### config.mk
export PLATFORM = sky130hd
export DESIGN_NAME = utf8_stream_validator
export DESIGN_NICKNAME = d
export VERILOG_FILES = /design/src/hdl/u8sv_pkg.sv /design/src/hdl/utf8_stream_validator.sv
export SDC_FILE = /design/constraint.sdc
export NUM_CORES = 1
export LEC_CHECK = 0
export ABC_CLOCK_PERIOD_IN_PS = 2700
export BUFFER_PORTS_ARGS = -buffer_cell sky130_fd_sc_hd__buf_4
export CORE_UTILIZATION = 45
export CTS_CLUSTER_DIAMETER = 200
export DETAILED_ROUTE_END_ITERATION = 10
export GPL_TIMING_DRIVEN = 0
export PLACE_DENSITY = 0.68
export SETUP_SLACK_MARGIN = 0.15
export SYNTH_ARGS = -nofsm -noshare
export SYNTH_HDL_FRONTEND = slang
export SYNTH_SLANG_ARGS = --single-unit
### constraint.sdc
create_clock -name clk -period 2.7 [get_ports clk]
set_input_delay 0.54 -clock clk [delete_from_list [all_inputs] [get_ports clk]]
set_output_delay 0.54 -clock clk [all_outputs]
set_load 0.005 [all_outputs]
### src/hdl/u8sv_pkg.sv
// Package: item types and byte-class constants for the UTF-8 stream validator.
`default_nettype none

package u8sv_pkg;

	typedef struct packed {
		logic [7:0] data_byte;
		logic       no_byte;
		logic       end_of_string;
	} item_t;

	typedef struct packed {
		logic valid_so_far;
		logic verdict_final;
	} result_t;

	localparam logic [7:0] BIT_7     = 8'h80;
	localparam logic [7:0] BIT_6     = 8'h40;
	localparam logic [7:0] BIT_5     = 8'h20;
	localparam logic [7:0] BIT_4     = 8'h10;
	localparam logic [7:0] BIT_3     = 8'h08;
	localparam logic [7:0] CONT_MASK = 8'hc0;
	localparam logic [7:0] CONT_TAG  = 8'h80;
	localparam logic [7:0] CTRL_LIM  = 8'h20;
	localparam logic [7:0] DEL_BYTE  = 8'h7f;

	localparam logic [1:0] OWE_NONE  = 2'd0;
	localparam logic [1:0] OWE_ONE   = 2'd1;
	localparam logic [1:0] OWE_TWO   = 2'd2;
	localparam logic [1:0] OWE_THREE = 2'd3;

endpackage

`default_nettype wire

### src/hdl/utf8_stream_validator.sv
// Top level: UTF-8 structure checker, one byte per item, one result per item.
//
// Takes one byte of a string per item and returns one result per item, one item per cycle
// sustained while byte_stall is low. The item is captured in an input register, decoded
// against the sequence state, and the result is registered at the output. byte_stall rises
// only when both registers are full and verdict_stall is high. The state (continuation
// bytes owed, error seen) is updated as the item moves into the output register. The final
// item of a string carries the verdict and clears the state.
`default_nettype none

module utf8_stream_validator
	import u8sv_pkg::*;
(
	input  wire     clk,
	input  wire     arst_n,
	input  wire     byte_valid,
	output logic    byte_stall,
	input  item_t   byte_item,
	output logic    verdict_valid,
	input  wire     verdict_stall,
	output result_t verdict_item
);

	item_t      item_s1;
	logic       valid_s1;
	result_t    res_s2;
	logic       valid_s2;
	logic [1:0] bytes_expected_q;
	logic       error_seen_q;

	logic       load_s2;
	logic       load_s1;
	logic [1:0] owe_n;
	logic       err_n;
	logic       ok;
	logic [7:0] b;

	assign load_s2    = valid_s1 && (!valid_s2 || !verdict_stall);
	assign byte_stall = valid_s1 && valid_s2 && verdict_stall;
	assign load_s1    = byte_valid && !byte_stall;
	assign b          = item_s1.data_byte;

	always_comb begin
		owe_n = bytes_expected_q;
		err_n = error_seen_q;
		if (!item_s1.no_byte) begin
			if (bytes_expected_q != OWE_NONE) begin
				if ((b & CONT_MASK) != CONT_TAG) begin
					err_n = 1'b1;
				end
				owe_n = bytes_expected_q - OWE_ONE;
			end else if ((b & BIT_7) == '0) begin
				if (b < CTRL_LIM || b == DEL_BYTE) begin
					err_n = 1'b1;
				end
			end else if ((b & BIT_6) == '0) begin
				err_n = 1'b1;
			end else if ((b & BIT_5) == '0) begin
				owe_n = OWE_ONE;
			end else if ((b & BIT_4) == '0) begin
				owe_n = OWE_TWO;
			end else if ((b & BIT_3) == '0) begin
				owe_n = OWE_THREE;
			end else begin
				err_n = 1'b1;
			end
		end
		ok = !err_n;
		if (item_s1.end_of_string) begin
			if (owe_n != OWE_NONE) begin
				ok = 1'b0;
			end
			owe_n = OWE_NONE;
			err_n = 1'b0;
		end
	end

	always_ff @(posedge clk or negedge arst_n) begin
		if (!arst_n) begin
			valid_s1         <= 1'b0;
			valid_s2         <= 1'b0;
			bytes_expected_q <= OWE_NONE;
			error_seen_q     <= 1'b0;
		end else begin
			if (load_s1) begin
				valid_s1 <= 1'b1;
			end else if (load_s2) begin
				valid_s1 <= 1'b0;
			end
			if (load_s2) begin
				valid_s2         <= 1'b1;
				bytes_expected_q <= owe_n;
				error_seen_q     <= err_n;
			end else if (!verdict_stall) begin
				valid_s2 <= 1'b0;
			end
		end
	end

	always_ff @(posedge clk) begin
		if (load_s1) begin
			item_s1 <= byte_item;
		end
		if (load_s2) begin
			res_s2.valid_so_far  <= ok;
			res_s2.verdict_final <= item_s1.end_of_string;
		end
	end

	assign verdict_valid = valid_s2;
	assign verdict_item  = res_s2;

endmodule

`default_nettype wire

---- Yosys cells after proc, flatten, opt, wreduce, memory -nomap -nowiden ----
Index checks and enable logic that the tools add are counted.
cells by class
  multiplexer cells ....................... 24
  magnitude comparators ................... 1
  reductions and logical operators ........ 18
  add/subtract/negate cells ............... 1
  eq/ne operators ......................... 3
operator list
  cell                 count
  $logic_not 8->1      5
  $mux 1               16
  $mux 2               8
  $eq 8x7->1 const B   1
  $lt 8x6->1 const B   1
  $reduce_bool 2->1    3
  $logic_and 1x1->1    4
  $logic_not 1->1      4
  $logic_or 1x1->1     2
  $ne 2x1->1 const B   1
  $ne 2x2->1 const B   1
  $sub 2x1->2 const B  1
word-level totals
  input port bits ......................... 14
  output and inout port bits .............. 4
  word-level logic and storage cells ...... 56
  register bits after elaboration ......... 17

---- Logic depth before layout (Yosys ltp) ----
Gate-level depths: netlist of run 1.
  word-level depth ........................ 11
  mapped depth ............................ 4
  mapped depth without buffers ............ 4

---- Worst setup path after synthesis of run 1 ----
OpenSTA, ideal clock, no wires.
  path type ............................... register to register
  start point ............................. register bytes_expected_q[0]
  end point ............................... register res_s2, in the netlist verdict_item[1] (data pin)
  data arrival time ....................... 1.348 ns
  required time ........................... 2.570 ns
  path buffers ............................ 0
  cell stages (with the launch flop) ...... 5
  setup time .............................. 0.130 ns
  clock period less this slack ............ 1.477 ns
  setup slack ............................. 1.223 ns
  cells stage by stage .................... dfrtp_1 -> or4b_1 -> a211o_1 -> nand3_2 -> o21a_1
on the way
  word-level cells in the longest chain between the ends .. 10
  elaborated cells between the ends (all ways) .. 15
  classes of those cells .................. add/sub (1); mux (11); reduce/logical (3)
ends and longest elaborated chain
  what                    line                         text
  start, declared         utf8_stream_validator.sv:28  logic [1:0] bytes_expected_q;
  start signal, assigned  utf8_stream_validator.sv:92  bytes_expected_q <= owe_n;
  $mux 2                  utf8_stream_validator.sv:62  end else if ((b & BIT_3) == '0) begin
  $mux 2                  utf8_stream_validator.sv:60  end else if ((b & BIT_4) == '0) begin
  $mux 2                  utf8_stream_validator.sv:58  end else if ((b & BIT_5) == '0) begin
  $mux 2                  utf8_stream_validator.sv:56  end else if ((b & BIT_6) == '0) begin
  $mux 2                  utf8_stream_validator.sv:52  end else if ((b & BIT_7) == '0) begin
  $mux 2                  utf8_stream_validator.sv:47  if (bytes_expected_q != OWE_NONE) begin
  $mux 2                  utf8_stream_validator.sv:46  if (!item_s1.no_byte) begin
  $reduce_bool 2->1       utf8_stream_validator.sv:70  if (owe_n != OWE_NONE) begin
  $mux 1                  utf8_stream_validator.sv:70
  $mux 1 (*)              utf8_stream_validator.sv:69  if (item_s1.end_of_string) begin
  net ok                  utf8_stream_validator.sv:35  logic ok;
  end, declared           utf8_stream_validator.sv:26  result_t res_s2;
Mark *: on every way through the listed nets, which the timed path passes. The rest lies on a longest branch.
A chain may end at the register's enable or synchronous reset.

---- Final worst setup path of run 1 ----
Ends and elaborated chain as after synthesis.

==> results of run 1 <==
per-stage QoR:
stage,setup slack (ns),instance area [sq um],total power [mW],hold slack (ns)
finish,1.11,870,0.508,0.0275
global route,1.05,870,0.532,0.0172
CTS,1.11,870,0.514,0.0190
detailed placement,1.14,842,0.380,0.348
global placement,1.15,842,0.378,0.346
floorplan,1.22,696,0.348,0.244
synth_stat cells, types with 2 or more instances:
cell type	n
nand3_1	3
nand2b_1	3
a21oi_1	2
nand2_1	5
dfrtp_1	5
inv_1	5
nor2_1	3
edfxtp_1	12
o21ai_0	2
o211ai_1	2
power groups by stage:
| stage | Sequential [mW] | Combinational, mW | Clock (mW) |
|---|---|---|---|
| after floorplan | 0.316 | 0.0321 | 0 |
| after global placement | 0.318 | 0.0598 | 0 |
| after detailed placement | 0.318 | 0.0616 | 0 |
| after CTS | 0.313 | 0.0618 | 0.139 |
| after global routing | 0.315 | 0.0691 | 0.148 |
| final | 0.313 | 0.0613 | 0.135 |
routing by layer:
metal  part of all wire (%)  vias up
met1                     46      226
met2                     48       13
met5                      0        -
li1                       -      241
met4                    1.9        0
met3                    4.2        4
layout make-up:
type | instances | area [sq um]
Multi-Input combinational cell | 32 | 191
Inverter | 5 | 18.8
Sequential cell | 17 | 485
Timing Repair Buffer | 17 | 128
Clock inverter | 1 | 5.00
Clock buffer | 3 | 22.5
Fill cell | 116 | 497
Tap cell | 15 | 18.8
cell usage in the layout (no fill, tap or decap), drive strengths merged, types with 2 or more instances in the layout:
cell and n:
nand2 5, inv 5, nor2 3, edfxtp 12
clkbuf 3, o211ai 2, nand3 4, o21ai 2
dfrtp 5, a21oi 2, nand2b 3, buf 17
cell families after synthesis:
kind of cell | count (synthesis) | synth area share (%)
AND/OR/NAND/NOR | 19 | 14.7
flip-flops | 17 | 69.8
AO/OA/AOI/OAI | 13 | 12.8
buffers and inverters | 5 | 2.70
registers in the layout, indices dropped and copies added (netlist names):
register          flops
b                     8
verdict_valid         1
error_seen_q          1
verdict_item          2
item_s1               2
bytes_expected_q      2
valid_s1              1
worst min path at each step:
stage	startpoint	to	cells after the start
floorplan	arst_n	bytes_expected_q[0]	0
global placement	arst_n	error_seen_q	1
detailed placement	arst_n	error_seen_q	1
CTS	arst_n	bytes_expected_q[1]	1
global route	arst_n	valid_s1	1
finish	arst_n	valid_s1	1
critical path, stage by stage (launching register included):
cell and delay (ns):
dfrtp_1 0.44, or4b_1 0.55, a211o_1 0.28, nand3_2 0.09, o21a_1 0.12
==> impl_metrics.ini, run 1 <==
[pwr]
cellLeakagePower_nw = 0.371
swShare_pct = 23.5
seq_power_share_pct = 61.5
peakVddDrop_uv = 320
pwr-share-comb_pct = 12.1
switchingPower_mw = 0.119
p_int_mw = 0.389
power_frac_clock_pct = 26.5
power_density_nw_per_um2 = 585

[global_route]
use_met1_pct = 19.9
gr-usage-met2_pct = 26.2
antenna_found_initial = 0
overflow = 0
top_usage_layer = met2
grt_pass1_wl_um = 1760
track_usage_pct = 16.8
grt_max_degree = 11
grt_pass1_vias = 439
met3_usage_pct = 4.79

[critical_path]
path_class = reg2reg
start_kind = register
timing.rr.end = verdict_item[1]
crit_arrival_ns = 1.76
reg2reg_depth = 4
end_kind = register
endpoint = verdict_item[1]
worst_r2r_startpoint = bytes_expected_q[0]
rrSetupSlack_ns = 1.11
critical_path_required_ns = 2.87
critPathMaxFanout = 6
cp-startpoint = bytes_expected_q[0]

[clock_tree]
cts_resized = 0
clockBufferDepth = 2
cts_sinks = 17
clk_pin_slew_ns = 0.10
cts_tree = built
cts_setup_buffers = 0
cts-root-buf = clkbuf_4
ctsHtreeMaxLevel = 1
ctsHoldBuffers = 0
numCtsBuffers = 3
worstSkewPairLatency_ns = 0.29

[sta]
report.final.slew_viol_count = 0
finalHoldViolCount = 0
finalCriticalPeriod_ns = 1.59
fin_crit_sh_pct = 59.0
timing.slew.headroom_pct = 71.0
setup_violations = 0
fmax_mhz = 627
rsz0062_at_grt = no
skew_ns = 0.00404
worst_pin_slew_ns = 0.435
final.setup.tns_ns = 0

[route]
vias = 484
ant_nets = 0
wirelength_um = 1110
drt_iter0_markers = 7
firstDrtPassIters = 4
wl_per_cell_um = 12.4
via_per_inst = 5.38
drc = 0

[logic_synthesis]
ys_seq_area_share_pct = 69.8
ys_types = 22
synthCells = 54
synth_ff_type = edfxtp_1
netlist_area_sq_um = 696
yosysTopAreaCell = edfxtp_1
asyncSetResetFlopFracSynth_pct = 29.4
syn_nets = 68
ys_seq_elements = 17
synth_area_per_cell_sq_um = 12.9
synth-edff-count = 12
ys_warn_count = 0
synth_area_leaders = edfxtp_1 (52%), dfrtp_1 (18%), inv_1 (2.7%)
synth_top_area_share_pct = 51.8

[floorplan]
io_pins = 18
start_util_pct = 50.9
die_y_um = 41.3
die_w_um = 41.3
rows = 13
dieArea_sq_um = 1710
core_area_sq_um = 1370

[place]
port_buffers = 17
placed_cells = 86
dp_hpwl_um = 828
place_congestion = 0.730

[layout]
antenna_cells = 0
fin_cells = 90
synthToLayoutAreaGrowth_pct = 25.0
drive_above_1_share_pct = 29.3
fin_util_pct = 63.6
fin_nets = 90

[job]
cap_violations = 0

[status]
status = completed

[worst_hold_path]
hold_class = in2async
No activity file was read; power rests on OpenSTA's default activity.
==> run 2: changes to the inputs <==
Settings changed: ABC_CLOCK_PERIOD_IN_PS 2700 to 1460, CORE_UTILIZATION 45 to 44, PLACE_DENSITY 0.68 to 0.69.
Clock period 2.7 ns to 1.46 ns, I/O delays scaled along.
==> impl_metrics.ini, run 2 (same netlist as run 1, synthesis figures left out) <==
[worst_hold_path]
hold_class = in2reg

[global_route]
antenna_found_initial = 0
grt_pass1_wl_um = 2040
track_usage_pct = 16.0
grt_pass1_vias = 499
overflow = 0
grt_max_degree = 11

[sta]
worst_pin_slew_ns = 0.270
timing.slew.headroom_pct = 82.0
setup_violations = 2
setup_slack_ns = -0.0962
skew_ns = 0.00553
fmax_mhz = 643
rsz0062_at_grt = yes
finalHoldViolCount = 0
report.final.slew_viol_count = 0
finalCriticalPeriod_ns = 1.56
fin_crit_sh_pct = 107

[route]
via_per_inst = 5.28
firstDrtPassIters = 4
wl_per_cell_um = 12.9
vias = 502
ant_nets = 0
drc = 0
wirelength_um = 1220
drt_iter0_markers = 8

[pwr]
peakVddDrop_uv = 701
power_frac_clock_pct = 25.4
cellLeakagePower_nw = 0.395
swShare_pct = 23.1
seq_power_share_pct = 60.6
pwr-share-comb_pct = 14.0
p_int_mw = 0.731
switchingPower_mw = 0.220
power_density_nw_per_um2 = 1040

[clock_tree]
worstSkewPairLatency_ns = 0.28
numCtsBuffers = 3
cts_sinks = 17
clk_pin_slew_ns = 0.10
clockBufferDepth = 2
cts_tree = built
cts-root-buf = clkbuf_4
ctsHtreeMaxLevel = 1

[job]
cap_violations = 0

[layout]
layout_common_cells = buf_4 (21), edfxtp_1 (12), nand2_1 (5), inv_1 (5), dfrtp_1 (4)
layout_commonest_cell = buf_4
stdcell_area_sq_um = 917
synthToLayoutAreaGrowth_pct = 31.8
fin_nets = 95
fin_util_pct = 66.3
largest_reg_flops = 8
drive_above_1_share_pct = 36.3
antenna_cells = 0

[place]
dp_hpwl_um = 854
port_buffers = 17
place_congestion = 0.719
dpl_cell_area_sq_um = 842

[critical_path]
critPathMaxFanout = 2
start_kind = register
end_kind = register
crit_chain = or4b_1 -> a211o_1 -> nand3_2 -> o21a_1
critical_path_required_ns = 1.61
crit_family = simple AND/OR/NAND/NOR gates
crit_path_max_incr_delay_ns = 0.53
crit_arrival_ns = 1.71
slowest_stage = or4b_1
path_class = reg2reg
critPathBufInv = 0

[floorplan]
io_pins = 18
die_w_um = 41.8
start_util_pct = 50.3
core_area_sq_um = 1380
dieArea_sq_um = 1740
rows = 13
die_y_um = 41.8

[status]
violations = negative setup slack
status = finished, violations left
## run 2: cell types whose count changed in the layout (fill, tap and decap cells not counted), sizes merged
cell	change
buf	+4
dlygate4sd3	+1
## run 2: metrics by stage
step / hold slack (ns) / worst slack [ns] / instances / power, mW / TNS, ns
global placement: 0.0976 / -0.0945 / 86 / 0.699 / -0.112
CTS: 0.169 / -0.0814 / 94 / 0.955 / -0.0814
global route: 0.163 / -0.132 / 95 / 0.991 / -0.162
detailed placement: 0.100 / -0.106 / 86 / 0.703 / -0.133
floorplan: -0.00359 / -0.0172 / 54 / 0.643 / -0.0172
finish: 0.177 / -0.0962 / 95 / 0.951 / -0.101
## run 2: repair_timing
| action | in CTS | in global routing |
|---|---|---|
| setup buffers | 3 | 1 |
| hold buffers | 1 | 0 |
| hold endpoints to repair | 5 | 0 |
| endpoints found under the setup margin | 13 | 14 |
| gates resized for setup | 0 | 3 |
## run 2: cell type report
type | count | area [sq um]
clock inverters | 1 | 5.00
fillers | 103 | 465
multi-input cells | 32 | 198
well taps | 15 | 18.8
repair buffers | 22 | 168
flip-flops and latches | 17 | 487
clock buffers | 3 | 22.5
inverters | 5 | 18.8
## run 2: per-layer routing
metal | vias up | track usage (%) | wire [um]
met2 | 12 | 27.8 | 622
met3 | 2 | 3.91 | 49
met4 | 0 | 9.03 | 16
li1 | 251 | - | -
met5 | - | 0 | 0
met1 | 237 | 17.5 | 536
## run 2: worst paths after layout
path	start	end	slack (ns)	cells past startpoint
worst max-delay path	b[7]	verdict_item[1]	-0.1	4
worst min-delay path	byte_item[3]	b[1]	0.18	1
worst max register to register	b[7]	verdict_item[1]	-0.1	4
worst min register to register	item_s1[0]	verdict_item[0]	0.53	0
max in group asynchronous	arst_n	bytes_expected_q[1]	1.00	2
min in group asynchronous	arst_n	bytes_expected_q[0]	0.34	2
## run 2: power groups by stage
stage	Sequential [mW]	Clock, mW	Combinational (mW)
global placement	0.589	0	0.110
detailed placement	0.589	0	0.114
floorplan	0.584	0	0.0593
global route	0.580	0.264	0.147
CTS	0.575	0.252	0.129
finish	0.576	0.242	0.133
